===== config.mk =====
export PLATFORM = sky130hd
export DESIGN_NAME = roller_conveyor_transfer_sequencer_core_flat
export DESIGN_NICKNAME = d
export VERILOG_FILES = /design/src/hdl/rcts_pkg.sv /design/src/hdl/rcts_if.sv /design/src/hdl/roller_conveyor_transfer_sequencer_core.sv /design/src/flat_wrapper.sv
export SDC_FILE = /design/constraint.sdc
export NUM_CORES = 1
export LEC_CHECK = 0
export BUFFER_PORTS_ARGS = -buffer_cell sky130_fd_sc_hd__clkbuf_2
export CAP_MARGIN = 20
export CORE_MARGIN = 3
export CORE_UTILIZATION = 55
export CTS_BUF_LIST = sky130_fd_sc_hd__clkbuf_4
export CTS_CLUSTER_DIAMETER = 120
export DETAILED_ROUTE_END_ITERATION = 10
export PLACE_DENSITY = 0.72
export RECOVER_POWER = 25
export SYNTH_ARGS = -nofsm -noshare
export SYNTH_HDL_FRONTEND = slang
export SYNTH_SLANG_ARGS = --single-unit

===== constraint.sdc =====
create_clock -name clk -period 4.8 [get_ports clk]
set_input_delay 0.48 -clock clk [delete_from_list [all_inputs] [get_ports clk]]
set_output_delay 0.48 -clock clk [all_outputs]
set_load 0.005 [all_outputs]

===== src/hdl/rcts_pkg.sv =====
// Shared types, constants and the sensor evaluation function of the conveyor transfer sequencer.
`default_nettype none
package rcts_pkg;

  localparam int POLL_W   = 8;
  localparam int SETTLE_W = 10;
  localparam int CENTER_W = 8;
  localparam int HOLD_W   = 12;
  localparam int DELAY_W  = 12;
  localparam int JOB_W    = 2;
  localparam int CFG_IDX_W  = 3;
  localparam int CFG_DATA_W = 12;

  localparam logic [POLL_W-1:0]   POLL_RESET   = POLL_W'(2);
  localparam logic [SETTLE_W-1:0] SETTLE_RESET = SETTLE_W'(10);
  localparam logic [CENTER_W-1:0] CENTER_RESET = CENTER_W'(50);
  localparam logic [HOLD_W-1:0]   HOLD_RESET   = HOLD_W'(200);

  localparam logic [CFG_IDX_W-1:0] CFG_POLL   = CFG_IDX_W'(0);
  localparam logic [CFG_IDX_W-1:0] CFG_SETTLE = CFG_IDX_W'(1);
  localparam logic [CFG_IDX_W-1:0] CFG_CENTER = CFG_IDX_W'(2);
  localparam logic [CFG_IDX_W-1:0] CFG_HOLD   = CFG_IDX_W'(3);

  localparam logic OP_TICK  = 1'b0;
  localparam logic OP_START = 1'b1;

  typedef enum logic [3:0] {
    PH_IDLE     = 4'd0,
    PH_U_SET    = 4'd1,
    PH_U_SETTLE = 4'd2,
    PH_U_CLEAR  = 4'd3,
    PH_L_ENTRY  = 4'd4,
    PH_L_PASS   = 4'd5,
    PH_CENTER   = 4'd6,
    PH_HOLDOFF  = 4'd7
  } phase_t;

  typedef struct packed {
    phase_t              phase;
    logic [DELAY_W-1:0]  delay_count;
    logic [CENTER_W-1:0] center_count;
    logic [POLL_W-1:0]   poll_count;
    logic                done;
  } seq_st_t;

  typedef struct packed {
    logic [POLL_W-1:0]   poll_period;
    logic [SETTLE_W-1:0] settle_ticks;
    logic [CENTER_W-1:0] center_limit;
    logic [HOLD_W-1:0]   holdoff_ticks;
  } seq_cfg_t;

  // Sensor check with zero-time transitions; the longest chain is three hops.
  function automatic seq_st_t evaluate(seq_st_t s, logic entry, logic far, seq_cfg_t c);
    seq_st_t r;
    logic    stop;
    r    = s;
    stop = 1'b0;
    for (int g = 0; g < 4; g++) begin
      if (!stop) begin
        case (r.phase)
          PH_U_SET: begin
            if (!entry) begin
              r.poll_count = c.poll_period;
              stop = 1'b1;
            end else if (c.settle_ticks == '0) begin
              r.phase = PH_U_CLEAR;
            end else begin
              r.phase       = PH_U_SETTLE;
              r.delay_count = DELAY_W'(c.settle_ticks);
              stop = 1'b1;
            end
          end
          PH_U_CLEAR: begin
            stop = 1'b1;
            if (entry) begin
              r.poll_count = c.poll_period;
            end else begin
              r.phase       = PH_HOLDOFF;
              r.delay_count = DELAY_W'(c.holdoff_ticks);
              if (c.holdoff_ticks == '0) begin
                r.phase = PH_IDLE;
                r.done  = 1'b1;
              end
            end
          end
          PH_L_ENTRY: begin
            if (!entry) begin
              r.poll_count = c.poll_period;
              stop = 1'b1;
            end else begin
              r.phase = PH_L_PASS;
            end
          end
          PH_L_PASS: begin
            if (entry && !far) begin
              r.poll_count = c.poll_period;
              stop = 1'b1;
            end else begin
              r.phase        = PH_CENTER;
              r.center_count = c.center_limit;
            end
          end
          PH_CENTER: begin
            stop = 1'b1;
            if (far || r.center_count == '0) begin
              r.phase       = PH_HOLDOFF;
              r.delay_count = DELAY_W'(c.holdoff_ticks);
              if (c.holdoff_ticks == '0) begin
                r.phase = PH_IDLE;
                r.done  = 1'b1;
              end
            end else begin
              r.center_count = r.center_count - CENTER_W'(1);
            end
          end
          default: stop = 1'b1;
        endcase
      end
    end
    return r;
  endfunction

endpackage
`default_nettype wire


===== src/hdl/rcts_if.sv =====
// Handshake channel interfaces: input items, result items and register writes.
`default_nettype none
interface rcts_in_if;
  import rcts_pkg::*;
  logic             valid;
  logic             ready;
  logic             operation;
  logic [JOB_W-1:0] job;
  logic             sensor_left;
  logic             sensor_right;
  modport source (output valid, operation, job, sensor_left, sensor_right, input ready);
  modport sink   (input valid, operation, job, sensor_left, sensor_right, output ready);
endinterface

interface rcts_out_if;
  logic valid;
  logic ready;
  logic drive_left;
  logic drive_right;
  logic busy_res;
  logic done_res;
  modport source (output valid, drive_left, drive_right, busy_res, done_res, input ready);
  modport sink   (input valid, drive_left, drive_right, busy_res, done_res, output ready);
endinterface

interface rcts_cfg_if;
  import rcts_pkg::*;
  logic                  valid;
  logic                  ready;
  logic [CFG_IDX_W-1:0]  index;
  logic [CFG_DATA_W-1:0] data;
  modport source (output valid, index, data, input ready);
  modport sink   (input valid, index, data, output ready);
endinterface
`default_nettype wire


===== src/hdl/roller_conveyor_transfer_sequencer_core.sv =====
// Top level of the roller conveyor transfer sequencer.
// The result of an item is on the output register in the cycle after its beat.
// Throughput: one item per clock unless a result stalls; the state update and the sensor checks
// are one combinational pass between the state registers and the output register.
// The input side stalls only while a result waits in the output register and is not taken.
// Reset (rst, synchronous): idle phase, counters zero, registers at their defaults.
`default_nettype none
module roller_conveyor_transfer_sequencer_core (
  input wire logic clk,
  input wire logic rst,
  rcts_in_if.sink    items,
  rcts_out_if.source results,
  rcts_cfg_if.sink   cfg
);
  import rcts_pkg::*;

  logic [POLL_W-1:0]   poll_ticks;
  logic [SETTLE_W-1:0] settle_ticks;
  logic [CENTER_W-1:0] center_limit;
  logic [HOLD_W-1:0]   holdoff_ticks;

  seq_st_t          st;
  logic [JOB_W-1:0] active_job;

  seq_st_t          st_next;
  logic [JOB_W-1:0] active_job_next;
  seq_cfg_t         ccfg;
  logic             in_ready;
  logic             accept;
  logic             out_valid;
  logic             drive_left, drive_right, busy_res, done_res;
  logic             entry, far, running;
  logic [JOB_W-1:0] sel_job;

  assign cfg.ready = 1'b1;

  always_ff @(posedge clk) begin
    if (rst) begin
      poll_ticks    <= POLL_RESET;
      settle_ticks  <= SETTLE_RESET;
      center_limit  <= CENTER_RESET;
      holdoff_ticks <= HOLD_RESET;
    end else if (cfg.valid) begin
      case (cfg.index)
        CFG_POLL:   poll_ticks    <= cfg.data[POLL_W-1:0];
        CFG_SETTLE: settle_ticks  <= cfg.data[SETTLE_W-1:0];
        CFG_CENTER: center_limit  <= cfg.data[CENTER_W-1:0];
        CFG_HOLD:   holdoff_ticks <= cfg.data[HOLD_W-1:0];
        default: ;
      endcase
    end
  end

  always_comb begin
    ccfg.poll_period   = (poll_ticks == '0) ? POLL_W'(1) : poll_ticks;
    ccfg.settle_ticks  = settle_ticks;
    ccfg.center_limit  = center_limit;
    ccfg.holdoff_ticks = holdoff_ticks;
  end

  assign in_ready    = !out_valid || results.ready;
  assign items.ready = in_ready;
  assign accept      = items.valid && in_ready;

  // A start in the idle phase picks the job from the beat; otherwise the running job is used.
  assign sel_job = (items.operation == OP_START && st.phase == PH_IDLE) ? items.job
                                                                         : active_job;
  assign entry = sel_job[1] ? items.sensor_right : items.sensor_left;
  assign far   = sel_job[1] ? items.sensor_left  : items.sensor_right;

  always_comb begin
    st_next         = st;
    st_next.done    = 1'b0;
    active_job_next = active_job;
    if (items.operation == OP_START) begin
      if (st.phase == PH_IDLE) begin
        active_job_next = items.job;
        if (!items.job[0]) begin
          st_next.phase = entry ? PH_U_CLEAR : PH_U_SET;
        end else begin
          st_next.phase = PH_L_ENTRY;
        end
        st_next = evaluate(st_next, entry, far, ccfg);
      end
    end else begin
      case (st.phase)
        PH_IDLE: ;
        PH_U_SET, PH_U_CLEAR, PH_L_ENTRY, PH_L_PASS: begin
          if (st.poll_count > POLL_W'(1)) begin
            st_next.poll_count = st.poll_count - POLL_W'(1);
          end else begin
            st_next.poll_count = '0;
            st_next = evaluate(st_next, entry, far, ccfg);
          end
        end
        PH_U_SETTLE: begin
          if (st.delay_count > DELAY_W'(1)) begin
            st_next.delay_count = st.delay_count - DELAY_W'(1);
          end else begin
            st_next.delay_count = '0;
            st_next.phase       = PH_U_CLEAR;
            st_next = evaluate(st_next, entry, far, ccfg);
          end
        end
        PH_CENTER: st_next = evaluate(st_next, entry, far, ccfg);
        PH_HOLDOFF: begin
          if (st.delay_count > DELAY_W'(1)) begin
            st_next.delay_count = st.delay_count - DELAY_W'(1);
          end else begin
            st_next.delay_count = '0;
            st_next.phase       = PH_IDLE;
            st_next.done        = 1'b1;
          end
        end
        default: st_next.phase = PH_IDLE;
      endcase
    end
  end

  always_comb begin
    running     = st_next.phase != PH_IDLE && st_next.phase != PH_HOLDOFF;
    // left-named motor for left unload and right load
    drive_left  = running && (active_job_next[1] ~^ active_job_next[0]);
    drive_right = running && (active_job_next[1] ^ active_job_next[0]);
    busy_res    = st_next.phase != PH_IDLE;
    done_res    = st_next.done;
  end

  always_ff @(posedge clk) begin
    if (rst) begin
      st         <= '{phase: PH_IDLE, default: '0};
      active_job <= '0;
      out_valid  <= 1'b0;
    end else begin
      if (accept) begin
        st         <= st_next;
        active_job <= active_job_next;
      end
      out_valid <= accept || (out_valid && !results.ready);
    end
  end

  always_ff @(posedge clk) begin
    if (accept) begin
      results.drive_left  <= drive_left;
      results.drive_right <= drive_right;
      results.busy_res    <= busy_res;
      results.done_res    <= done_res;
    end
  end

  assign results.valid = out_valid;

endmodule
`default_nettype wire


===== src/flat_wrapper.sv =====
// flat-port wrapper written by rule: the top's interface ports become plain ports
module roller_conveyor_transfer_sequencer_core_flat import rcts_pkg::*;
  (clk, rst, items_valid, items_operation, items_job, items_sensor_left, items_sensor_right, items_ready, results_valid, results_drive_left, results_drive_right, results_busy_res, results_done_res, results_ready, cfg_valid, cfg_index, cfg_data, cfg_ready);
  rcts_in_if items_i ();
  rcts_out_if results_i ();
  rcts_cfg_if cfg_i ();
  input wire logic clk;
  input wire logic rst;
  input wire logic [$bits(items_i.valid)-1:0] items_valid;
  input wire logic [$bits(items_i.operation)-1:0] items_operation;
  input wire logic [$bits(items_i.job)-1:0] items_job;
  input wire logic [$bits(items_i.sensor_left)-1:0] items_sensor_left;
  input wire logic [$bits(items_i.sensor_right)-1:0] items_sensor_right;
  output wire logic [$bits(items_i.ready)-1:0] items_ready;
  output wire logic [$bits(results_i.valid)-1:0] results_valid;
  output wire logic [$bits(results_i.drive_left)-1:0] results_drive_left;
  output wire logic [$bits(results_i.drive_right)-1:0] results_drive_right;
  output wire logic [$bits(results_i.busy_res)-1:0] results_busy_res;
  output wire logic [$bits(results_i.done_res)-1:0] results_done_res;
  input wire logic [$bits(results_i.ready)-1:0] results_ready;
  input wire logic [$bits(cfg_i.valid)-1:0] cfg_valid;
  input wire logic [$bits(cfg_i.index)-1:0] cfg_index;
  input wire logic [$bits(cfg_i.data)-1:0] cfg_data;
  output wire logic [$bits(cfg_i.ready)-1:0] cfg_ready;
  assign items_i.valid = items_valid;
  assign items_i.operation = items_operation;
  assign items_i.job = items_job;
  assign items_i.sensor_left = items_sensor_left;
  assign items_i.sensor_right = items_sensor_right;
  assign items_ready = items_i.ready;
  assign results_valid = results_i.valid;
  assign results_drive_left = results_i.drive_left;
  assign results_drive_right = results_i.drive_right;
  assign results_busy_res = results_i.busy_res;
  assign results_done_res = results_i.done_res;
  assign results_i.ready = results_ready;
  assign cfg_i.valid = cfg_valid;
  assign cfg_i.index = cfg_index;
  assign cfg_i.data = cfg_data;
  assign cfg_ready = cfg_i.ready;
  roller_conveyor_transfer_sequencer_core u_core (.clk(clk), .rst(rst), .items(items_i), .results(results_i), .cfg(cfg_i));
endmodule

---- After elaboration in Yosys (flattened, before gate mapping) ----
Cells that the tools add are included.
word-level totals
  register bits ........................... 77
  logic and storage cells ................. 558
  input port bits ......................... 25
  output and inout port bits .............. 7
operators by class
  muxes and demuxes ....................... 381
  bitwise gates (word level) .............. 2
  magnitude comparators ................... 2
  reductions and logical operators ........ 66
  equal/unequal tests ..................... 79
  add/subtract/negate cells ............... 14
operator list
  cell                   count
  $mux W33               41
  $mux W16               45
  $mux W8                68
  $pmux W12 S3           14
  $pmux W8 S3            15
  $pmux W4 S5            15
  $pmux W8 S2            14
  $mux W12               15
  $eq A4 B3 Y1 const B   43
  $mux W4                33
  $logic_not A8 Y1       13
  $sub A8 B1 Y8 const B  13
  $mux W1                86
  $eq A4 B2 Y1 const B   15
  $eq A4 B1 Y1 const B   14
  $pmux W12 S4           1
  $pmux W16 S3           1
  $pmux W1 S3            10
  $pmux W1 S2            14
  $reduce_or A2 Y1       14
  $mux W24               1
  $mux W17               1
  $mux W15               1
  $logic_or A1 B1 Y1     14
  25 further kinds       43

---- Logic depth before layout (Yosys ltp) ----
Gate-level depths: netlist (run 1).
  depth in word-level cells ............... 38
  mapped depth ............................ 21
  gate-level depth less buffers ........... 18

---- Worst setup path after synthesis (run 1) ----
No wires, ideal clock.
  path kind ............................... reg2reg
  start point ............................. register u_core.st[29] in the netlist's numbering
  end point ............................... register u_core.st[18] in the netlist's numbering
  data required time ...................... 4.716 ns
  arrival time ............................ 4.302 ns
  setup slack ............................. 0.414 ns
  period minus slack after synthesis ...... 4.386 ns
  cell stages (with the launch flop) ...... 20
  buffers on the path ..................... 4
  library setup time ...................... 0.084 ns
  cells stage by stage .................... dfxtp_1 > buf_6 > or4_1 > buf_2 > a211oi_4 > or2_4 > buf_6 > nor3_1 > a221o_1 > or3b_4 > o31ai_4 > buf_2 > o31a_1 > o22a_1 > ha_1 > nand3_1 > or4_4 > o31ai_4 > a31oi_1 > o31ai_2
on the way
  word-level cells in the longest chain between the ends .. 35
  elaborated cells on any way between the ends .. 330
  classes of those cells .................. add/sub: 7; eq/ne: 66; mux: 227; reduce/logical: 30
ends and longest elaborated chain
  what                                                                    line                                            text
  start: declaration                                                      roller_conveyor_transfer_sequencer_core.sv:22   seq_st_t st;
  start signal: assignment                                                roller_conveyor_transfer_sequencer_core.sv:136  st <= st_next;
  parallel branches: the longest is 35 deep, another holds $sub A8 B1 Y8  -
Several ways; the timed one is not identified. The select of a mux whose other input is x is not followed.
A chain may end at the register's enable or synchronous reset.

---- Final worst setup path (run 1) ----
Ends and elaborated chain as after synthesis.

==> impl_metrics.env, run 1 <==
export IMPL_whs_ps=211.7
export IMPL_r2r_setup_slack_ps=230
export IMPL_dp_slack_ps=239.3
export IMPL_hp_start="items_valid"
export IMPL_maxSlewHeadroom=-0.8968
export IMPL_synthMuxAreaShare=0.02078
export IMPL_r2r_end="u_core.st[18]"
export IMPL_synth_edff_count=4
export IMPL_seq_area_frac_synth=0.2189
export IMPL_drv_slew=55
export IMPL_dp_cells=1258
export IMPL_root_buffer="clkbuf_4"
export IMPL_avgRoutedWirePerCell_um=23.00
export IMPL_core_area_mm2=0.01272
export IMPL_setup_ws_ps=228.4
export IMPL_reg2reg_depth=17
export IMPL_power_leakage_nw=2.987
export IMPL_synth_top_family_by_area="compound AO/OA/AOI/OAI gates"
export IMPL_grt_max_degree=55
export IMPL_synthToLayoutAreaGrowth_pct=9.214
export IMPL_dieWidth_um=120.6
export IMPL_die_y_um=120.6
export IMPL_io_pins=32
export IMPL_dr_pass1_iters=6
export IMPL_outcome="finished with violations"
export IMPL_fin_nets=1137
export IMPL_critPathKind="flop to flop"
export IMPL_end_kind="flop"
export IMPL_clk_pin_slew_ps=160
export IMPL_clock_fmax_mhz=218.7
export IMPL_io_buffers=30
export IMPL_cts_tree="done"
export IMPL_ys_flop_type="dfxtp_1"
export IMPL_antenna_found_initial=1
export IMPL_netlist_top_cells_area="dfxtp_1 (20%), nand2_1 (9.9%), a21oi_1 (7.1%), nor2_1 (6.0%), o21ai_0 (5.0%)"
export IMPL_synth_simple_gate_area_frac=0.3124
export IMPL_ys_warn_count=0
export IMPL_globalRouteOverflowTotal=0
export IMPL_synth_nets=1112
export IMPL_setup_viol_count_final=0
export IMPL_fp_row_count=41
export IMPL_synth_area_leader_cell="dfxtp_1"
export IMPL_critPathRequiredTime_ps=5190
export IMPL_grt_pass1_vias=7939
export IMPL_ys_ff_latch=77
export IMPL_syn_avg_cell_area_um2=6.708
export IMPL_start_util=0.5679
export IMPL_violations="capacitance limit, slew limit"
export IMPL_clk_latency_ps=470
export IMPL_ant_nets=0
export IMPL_cp_arrival_ps=4960
export IMPL_postSynth_asyncResetShare=0
export IMPL_worstPathMaxFanout=23
export IMPL_powerDensity_mw_per_mm2=272.8
export IMPL_synth_cell_types=88
export IMPL_dpl_hpwl_um=21900
export IMPL_critPathLaunchType="flop"
export IMPL_syn_inst=1077
export IMPL_fin_crit_sh=0.9524
export IMPL_dieArea_mm2=0.01455
export IMPL_synth_common_cells="nand2_1 (191), nor2_1 (115), a21oi_1 (102)"
export IMPL_wirelength_um=29460
export IMPL_vias=9015
export IMPL_track_usage=0.3953
export IMPL_finalSetupTns_ps=0
export IMPL_drc=0
export IMPL_hold_path_depth=3
export IMPL_worstMarginPinSlew_ps=2845
export IMPL_gp_congestion=1.037
export IMPL_cap_violations=1
export IMPL_final_cells=1281
export IMPL_cts_buffer_depth=2
export IMPL_ctsHtreeMaxLevel=3
export IMPL_cts_sinks=77
export IMPL_clock_skew_ps=11.99
export IMPL_period_needed_ps=4572
export IMPL_synth_fa_ha_area_frac=0.01732
export IMPL_netlist_area_mm2=0.007224
export IMPL_vdd_drop_max_mv=0.1679
export IMPL_synth_most_common_cell="nand2_1"
export IMPL_hp_class="input port to flop"
export IMPL_initialDrtViolationCount=1304
export IMPL_numCtsBuffers=9
export IMPL_avgViaCountPerCell=7.037
export IMPL_synth_top_area_frac=0.2023
export IMPL_synth_compound_area_frac=0.3492
export IMPL_synthXorXnorAreaFrac=0.02061
export IMPL_r2r_start="u_core.st[29]"
export IMPL_grt_pass1_wl_um=44960
export IMPL_min_to="u_core.results.valid"
export IMPL_drive_gt1_frac=0.1238
export IMPL_power_w=0.002152
export IMPL_report_final_hold_viol_count=0
power by group:
part / internal, W / switching, W
Combinational: 0.000366 / 0.000651
Sequential: 0.000678 / 0.0000493
Clock: 0.000118 / 0.000290
Total: 0.00116 / 0.000990
cell usage in the layout, fill, tap and decap left out, drive strengths merged, types with 5 or more instances in the layout:
cell type and instances:
a211o 6, a211oi 19, a21boi 8, a21oi 102, a221o 6, a221oi 6, a222oi 12, a22o 9
a22oi 20, a31oi 17, and2 9, and3 8, buf 63, clkbuf 40, dfxtp 73, ha 10
inv 26, mux2i 15, nand2 191, nand2b 14, nand3 38, nand4 8, nor2 116, nor2b 8
nor3 35, nor4 16, o211ai 10, o21ai 74, o221ai 9, o22ai 10, o31ai 14, or2 7
or3 8, or4 11, xnor2 12, xor2 5
state kept, by name, indices dropped and copies added, names as in the netlist:
register	cells
u_core.active_job	2
u_core.center_limit	8
u_core.holdoff_ticks	12
u_core.poll_ticks	8
u_core.results.busy_res	1
u_core.results.done_res	1
u_core.results.drive_left	1
u_core.results.drive_right	1
u_core.results.valid	1
u_core.settle_ticks	10
u_core.st	32
repair_timing:
| item | CTS | global route |
|---|---|---|
| buffers inserted | 0 | 4 |
| gates resized for setup | 0 | 4 |
| setup endpoints to repair | 0 | 6 |
| hold buffers | 0 | 0 |
metal layers:
metal  up-vias  wire, µm  share of wire  global-route usage
li1       4052         -              -                   -
met4         0      1951          0.066              0.2125
met2       709     12420           0.42              0.5945
met1      4111     11390           0.39              0.5361
met5         -         0              0                   0
met3       143      3696           0.13             0.07156
logic make-up (layout without fill, tap and decap cells):
| logic type | count (synthesis) | count (layout) |
|---|---|---|
| mux | 15 | 15 |
| flops | 77 | 77 |
| other cells | 1 | 3 |
| compound gates | 367 | 367 |
| xor+xnor | 17 | 17 |
| buf+inv | 106 | 135 |
| simple gates | 484 | 485 |
| fa+ha+maj | 10 | 10 |
metrics by stage:
step | util | instance area [µm²]
final | 0.6202 | 7890
after global routing | 0.6200 | 7888
after floorplan | - | 7224
after global placement | 0.6056 | 7705
after CTS | 0.6163 | 7841
after detailed placement | 0.6056 | 7705
area by class of cell:
| cell class | instances | area, µm² |
|---|---|---|
| antenna | 2 | 5.005 |
| clock buffer | 9 | 67.56 |
| clock inverter | 7 | 68.82 |
| fill | 1279 | 4832 |
| inverter | 25 | 93.84 |
| multi-input combinational | 895 | 5230 |
| sequential | 77 | 1583 |
| tap | 172 | 215.2 |
| timing repair buffer | 94 | 626.9 |
worst max path at each step:
stage / startpoint / endpoint / cells after the start
after floorplan: u_core.st[29] / u_core.st[18] / 19
after global placement: u_core.st[29] / u_core.st[17] / 16
after detailed placement: u_core.st[29] / u_core.st[18] / 17
after CTS: u_core.st[29] / u_core.st[18] / 17
after global routing: u_core.st[29] / u_core.st[18] / 17
final: u_core.st[29] / u_core.st[18] / 17
critical path, cell delays in order (launching register included):
cell and delay (ps):
dfxtp_1 410, buf_4 190, nor4_4 380, a22oi_2 210, or2_4 350, or4_1 540, and3_1 260, nand2_1 160
o31ai_4 90, buf_4 230, a21oi_1 170, o22a_1 180, ha_1 150, nand3_1 60, or4_4 440, o31ai_4 270
a31oi_1 140, o31ai_2 230
(Power assumes the default switching activity.)
==> run 2, diff against run 1 <==
Settings changed: SETUP_SLACK_MARGIN from default to 0.4.
==> run 2 against run 1 <==
  * Highest routed layer unchanged
  * Non-clock buffer count is 10 higher
  * Design area grew 2.7%
  * Flip-flop and latch count unchanged
  * Global-route usage up 0.47 points
  * Total power increased by 1.9%
  * Critical path depth did not move
  * The flow still finishes with violations (capacitance limit, slew limit)
  * Clock skew up 0.74 ps
  * Clock-buffer cell count unchanged
  * Register-to-register slack improved by 180 ps
  * Via count rose by 0.58%
==> impl_metrics.env, run 2 (synthesis results as in run 1) <==
export IMPL_vias=9067
export IMPL_hp_class="input port to flop"
export IMPL_clock_fmax_mhz=227.7
export IMPL_critPathKind="flop to flop"
export IMPL_track_usage=0.4000
export IMPL_period_needed_ps=4391
export IMPL_globalRouteOverflowTotal=0
export IMPL_wirelength_um=29810
export IMPL_avgRoutedWirePerCell_um=23.09
export IMPL_dpl_hpwl_um=21900
export IMPL_dp_cells=1258
export IMPL_grt_max_degree=55
export IMPL_p_int_w=0.001185
export IMPL_cts_buffer_depth=2
export IMPL_power_frac_comb=0.482
export IMPL_final_cells=1291
export IMPL_grt_pass1_vias=8055
export IMPL_cts_tree="done"
export IMPL_vdd_drop_max_mv=0.1688
export IMPL_hold_buffers=0
export IMPL_dp_slack_ps=239.3
export IMPL_drv_slew=55
export IMPL_violations="capacitance limit, slew limit"
export IMPL_powerDensity_mw_per_mm2=270.8
export IMPL_core_area_mm2=0.01272
export IMPL_reg_top3="u_core.st: 32 flops, u_core.holdoff_ticks: 12 flops, u_core.settle_ticks: 10 flops"
export IMPL_clkPwrFrac=0.187
export IMPL_worstMarginPinSlew_ps=2873
export IMPL_outcome="finished with violations"
export IMPL_drc=0
export IMPL_switching_share=0.4597
export IMPL_io_pins=32
export IMPL_ant_nets=0
export IMPL_cp_arrival_ps=4780
export IMPL_layout_commonest_cell="nand2_1"
export IMPL_power_leakage_nw=3.067
export IMPL_initialDrtViolationCount=1410
export IMPL_grt_pass1_wl_um=45550
export IMPL_top_register="u_core.st"
export IMPL_rsz0062_at_grt="yes"
export IMPL_critPathRequiredTime_ps=5190
export IMPL_final_cell_mix="nand2_1 (189), nor2_1 (112), a21oi_1 (101)"
export IMPL_end_kind="flop"
export IMPL_avgViaCountPerCell=7.023
export IMPL_finalSetupTns_ps=0
export IMPL_die_y_um=120.6
export IMPL_setup_ws_ps=408.6
export IMPL_synthToLayoutAreaGrowth_pct=12.14
export IMPL_pwr_share_seq=0.332
export IMPL_io_buffers=30
export IMPL_numCtsBuffers=9
export IMPL_fp_row_count=41
export IMPL_report_final_hold_viol_count=0
export IMPL_drive_gt1_frac=0.1522
export IMPL_worstPathMaxFanout=6
export IMPL_critPathLaunchType="flop"
export IMPL_dieWidth_um=120.6
export IMPL_fin_crit_sh=0.9149
export IMPL_dr_pass1_iters=6
export IMPL_setup_viol_count_final=0
export IMPL_power_switching_w=0.001008
export IMPL_cts_sinks=77
export IMPL_clk_latency_ps=470
export IMPL_gp_congestion=1.037
export IMPL_dieArea_mm2=0.01455
export IMPL_start_util=0.5679
export IMPL_power_w=0.002194
export IMPL_ctsHtreeMaxLevel=3
export IMPL_root_buffer="clkbuf_4"
export IMPL_fin_nets=1147
export IMPL_clock_skew_ps=12.73
export IMPL_cap_violations=1
export IMPL_antenna_found_initial=1
export IMPL_largest_reg_flops=32
export IMPL_maxSlewHeadroom=-0.9153
export IMPL_clk_pin_slew_ps=160
==> run 2: final cells by class <==
type	count	area (µm²)
Multi-Input combinational cell	895	5346
Fill cell	1245	4621
Sequential cell	77	1592
Timing Repair Buffer	104	713.2
Tap cell	172	215.2
Inverter	25	93.84
Clock inverter	7	68.82
Clock buffer	9	67.56
Antenna cell	2	5.005
==> run 2: stage by stage <==
step                hold WS (ps)  cell area, µm²    util
finish                     215.9            8102  0.6368
floorplan                  436.1            7224       -
global placement           452.2            7705  0.6056
detailed placement         457.5            7705  0.6056
CTS                        188.6            7950  0.6249
global route               214.5            8099  0.6366
==> run 2: metal layers <==
| metal | GRT usage | part of all wire | up-vias |
|---|---|---|---|
| li1 | - | - | 4066 |
| met1 | 0.5419 | 0.39 | 4195 |
| met2 | 0.6078 | 0.43 | 674 |
| met3 | 0.07250 | 0.12 | 132 |
| met4 | 0.2040 | 0.063 | 0 |
| met5 | 0 | 0 | - |
==> run 2: power by group through the flow <==
stage               Combinational, W  Sequential [W]  Clock, W
finish                       0.00106        0.000727  0.000410
global route                 0.00113        0.000731  0.000438
CTS                         0.000993        0.000724  0.000415
detailed placement          0.000965        0.000737         0
global placement            0.000966        0.000737         0
floorplan                   0.000682        0.000714         0
==> run 2: path summary, 6_finish.rpt <==
check | from | end | slack [ps] | cells after the start
min reg2reg | u_core.poll_ticks[0] | u_core.poll_ticks[0] | 480 | 2
min | items_valid | u_core.results.valid | 220 | 3
max reg2reg | u_core.st[29] | u_core.st[18] | 410 | 17
max | u_core.st[29] | u_core.st[18] | 410 | 17
==> run 2: repair_timing <==
| action | 4_1_cts | 5_1_grt |
|---|---|---|
| setup buffers | 9 | 5 |
| setup endpoints to repair | 6 | 7 |
| cloned | 1 | 0 |
| pin swaps | 11 | 16 |
| gates resized for setup | 13 | 28 |
==> run 2: worst max-delay path, stage by stage, from the launching register on <==
cell and delay (ps):
dfxtp_4 390, buf_6 130, nor4_4 320, a22oi_2 210, or2_4 280, o311ai_4 270, nand4_1 150, or3b_4 410
o31ai_4 340, mux2i_1 140, a21oi_1 190, o22a_1 170, ha_2 170, nand3_2 50, or4_4 440, o31ai_4 270
a31oi_1 150, o31ai_2 230
==> run 3, diff against run 2 <==
Clock period 4.8 ns to 5.24 ns, I/O delays scaled along.
==> run 3 against run 2 <==
  * The flow now finishes without violations
  * Critical path depth stayed put
  * Sequential power decreased by 8.0%
  * Total power fell by 11%
  * Register-to-register slack better by 140 ps
  * First-iteration DRC count down 8.7%
  * Flip-flop and latch count stayed put
  * Die area stayed put
  * Hold slack better by 45 ps
  * Wire length shrank 1.3%
  * Largest power group unchanged
  * Highest routed layer unchanged
==> impl_metrics.env, run 3 (synthesis results as in run 1) <==
export IMPL_ctsHtreeMaxLevel=3
export IMPL_grt_max_degree=55
export IMPL_vias=8923
export IMPL_reg2reg_depth=17
export IMPL_dr_pass1_iters=6
export IMPL_worst_path_max_delay_cell="nor4bb_1"
export IMPL_io_buffers=30
export IMPL_dpl_hpwl_um=21550
export IMPL_avgViaCountPerCell=7.065
export IMPL_power_leakage_nw=2.907
export IMPL_maxSlewHeadroom=0.3708
export IMPL_numCtsBuffers=9
export IMPL_crit_path_cell_trace="or4_4 -> a211oi_4 -> or2_4 -> buf_4 -> nor2_1 -> xnor2_1 -> nor4bb_1 -> a211oi_1 -> a31oi_1 -> o22a_1 -> ha_1 -> o2111ai_1 -> a21boi_0 -> nor3_1 -> nor2_1 -> a31oi_1 -> o31ai_2"
export IMPL_r2r_setup_slack_ps=550
export IMPL_max_stage_delay_ps=680
export IMPL_clk_latency_ps=470
export IMPL_antenna_found_initial=1
export IMPL_start_util=0.5679
export IMPL_clk_pin_slew_ps=160
export IMPL_hold_path_depth=3
export IMPL_ant_nets=0
export IMPL_r2r_start="u_core.st[29]"
export IMPL_clock_skew_ps=25.83
export IMPL_min_to="u_core.results.valid"
export IMPL_layout_commonest_cell="nand2_1"
export IMPL_cts_sinks=77
export IMPL_reg_top3="u_core.st: 32 flops, u_core.holdoff_ticks: 12 flops, u_core.settle_ticks: 10 flops"
export IMPL_hp_class="input port to flop"
export IMPL_wirelength_um=29410
export IMPL_drv_slew=0
export IMPL_period_needed_ps=4687
export IMPL_cts_buffer_depth=2
export IMPL_critPathTopFamily="compound AO/OA/AOI/OAI gates"
export IMPL_end_kind="flop"
export IMPL_hp_start="items_valid"
export IMPL_hold_buffers=0
export IMPL_fin_crit_sh=0.8944
export IMPL_grt_pass1_wl_um=44870
export IMPL_io_pins=32
export IMPL_powerDensity_mw_per_mm2=252.2
export IMPL_grt_pass1_vias=7819
export IMPL_top_register="u_core.st"
export IMPL_root_buffer="clkbuf_4"
export IMPL_fin_nets=1120
export IMPL_cp_arrival_ps=5080
export IMPL_rsz0062_at_grt="no"
export IMPL_report_final_hold_viol_count=0
export IMPL_vdd_drop_max_mv=0.1736
export IMPL_dieArea_mm2=0.01455
export IMPL_r2r_end="u_core.st[17]"
export IMPL_worstMarginPinSlew_ps=940.3
export IMPL_fp_row_count=41
export IMPL_core_area_mm2=0.01272
export IMPL_drive_gt1_frac=0.1174
export IMPL_finalSetupTns_ps=0
export IMPL_dieWidth_um=120.6
export IMPL_initialDrtViolationCount=1288
export IMPL_worstPathMaxFanout=8
export IMPL_synthToLayoutAreaGrowth_pct=7.742
export IMPL_gp_congestion=1.056
export IMPL_critPathBufInv=1
export IMPL_cts_tree="done"
export IMPL_die_y_um=120.6
export IMPL_setup_viol_count_final=0
export IMPL_drc=0
export IMPL_critPathRequiredTime_ps=5630
export IMPL_outcome="finished clean"
export IMPL_critPathKind="flop to flop"
export IMPL_largest_reg_flops=32
export IMPL_final_cell_mix="nand2_1 (190), nor2_1 (113), a21oi_1 (102)"
export IMPL_track_usage=0.3950
export IMPL_clock_fmax_mhz=213.4
export IMPL_globalRouteOverflowTotal=0
export IMPL_stdcell_area_mm2=0.007784
export IMPL_cap_violations=0
export IMPL_avgRoutedWirePerCell_um=23.29
export IMPL_critPathLaunchType="flop"
export IMPL_dpl_cell_area_mm2=0.007495
run 3: changes by cell type in the layout (fill, tap and decap cells not counted), moves of 2 or more:
cell	before	now
nand3_1	36	38
and2_1	9	7
and2_0	0	2
dfxtp_4	2	0
buf_4	70	47
nand3_2	2	0
and3_4	2	0
buf_6	3	0
run 3: where the power goes:
part,total [W],switching [W],internal (W)
Clock,0.000372,0.000265,0.000107
Combinational,0.000923,0.000599,0.000324
Sequential,0.000669,0.0000478,0.000621
run 3: through the flow:
step	power [W]	std cells	setup slack, ps	hold slack [ps]	utilization
after floorplan	0.001279	1077	853.6	436.1	-
after global placement	0.001534	1230	581.4	451.5	0.5891
after detailed placement	0.001534	1230	463.6	452.9	0.5891
after CTS	0.001906	1246	429.0	231.3	0.5998
after global routing	0.002059	1263	385.0	261.9	0.6118
final	0.001963	1263	553.4	260.9	0.6118
run 3: metal layers:
| metal | up-vias | wire [µm] | GRT usage | part of all wire |
|---|---|---|---|---|
| met5 | - | 0 | 0 | 0 |
| met4 | 0 | 1747 | 0.2011 | 0.059 |
| met3 | 151 | 3696 | 0.07717 | 0.13 |
| met2 | 654 | 12310 | 0.5878 | 0.42 |
| met1 | 4107 | 11650 | 0.5420 | 0.40 |
| li1 | 4011 | - | - | - |
run 3: worst min-delay path, cell delays in order:
cell,delay [ps]
clkbuf_2,90
inv_1,50
a21oi_1,50
run 3: worst max-delay path by stage:
stage | start | end | slack [ps] | depth (start not counted)
after global routing | u_core.st[29] | u_core.st[17] | 380 | 16
final | u_core.st[29] | u_core.st[17] | 550 | 17
after CTS | u_core.st[29] | u_core.st[17] | 430 | 16
after global placement | u_core.st[29] | u_core.st[18] | 580 | 16
after detailed placement | u_core.st[29] | u_core.st[18] | 460 | 16
after floorplan | u_core.st[29] | u_core.st[18] | 850 | 19
run 3: layout make-up:
type                       count  area (µm²)
antenna                        1       2.502
clock buffer                   9       67.56
clock inverter                 7       66.31
fill                        1264        4938
inverter                      25       93.84
multi-input combinational    895        5250
sequential                    77        1585
tap                          172       215.2
timing repair buffer          77       503.0
run 3: timing repair:
| action | in CTS | in global routing |
|---|---|---|
| pin swaps | 0 | 11 |
| gates cloned | 0 | 1 |
| buffers inserted | 0 | 15 |
| endpoints found under the setup margin | 1 | 6 |
| resized for setup | 1 | 12 |
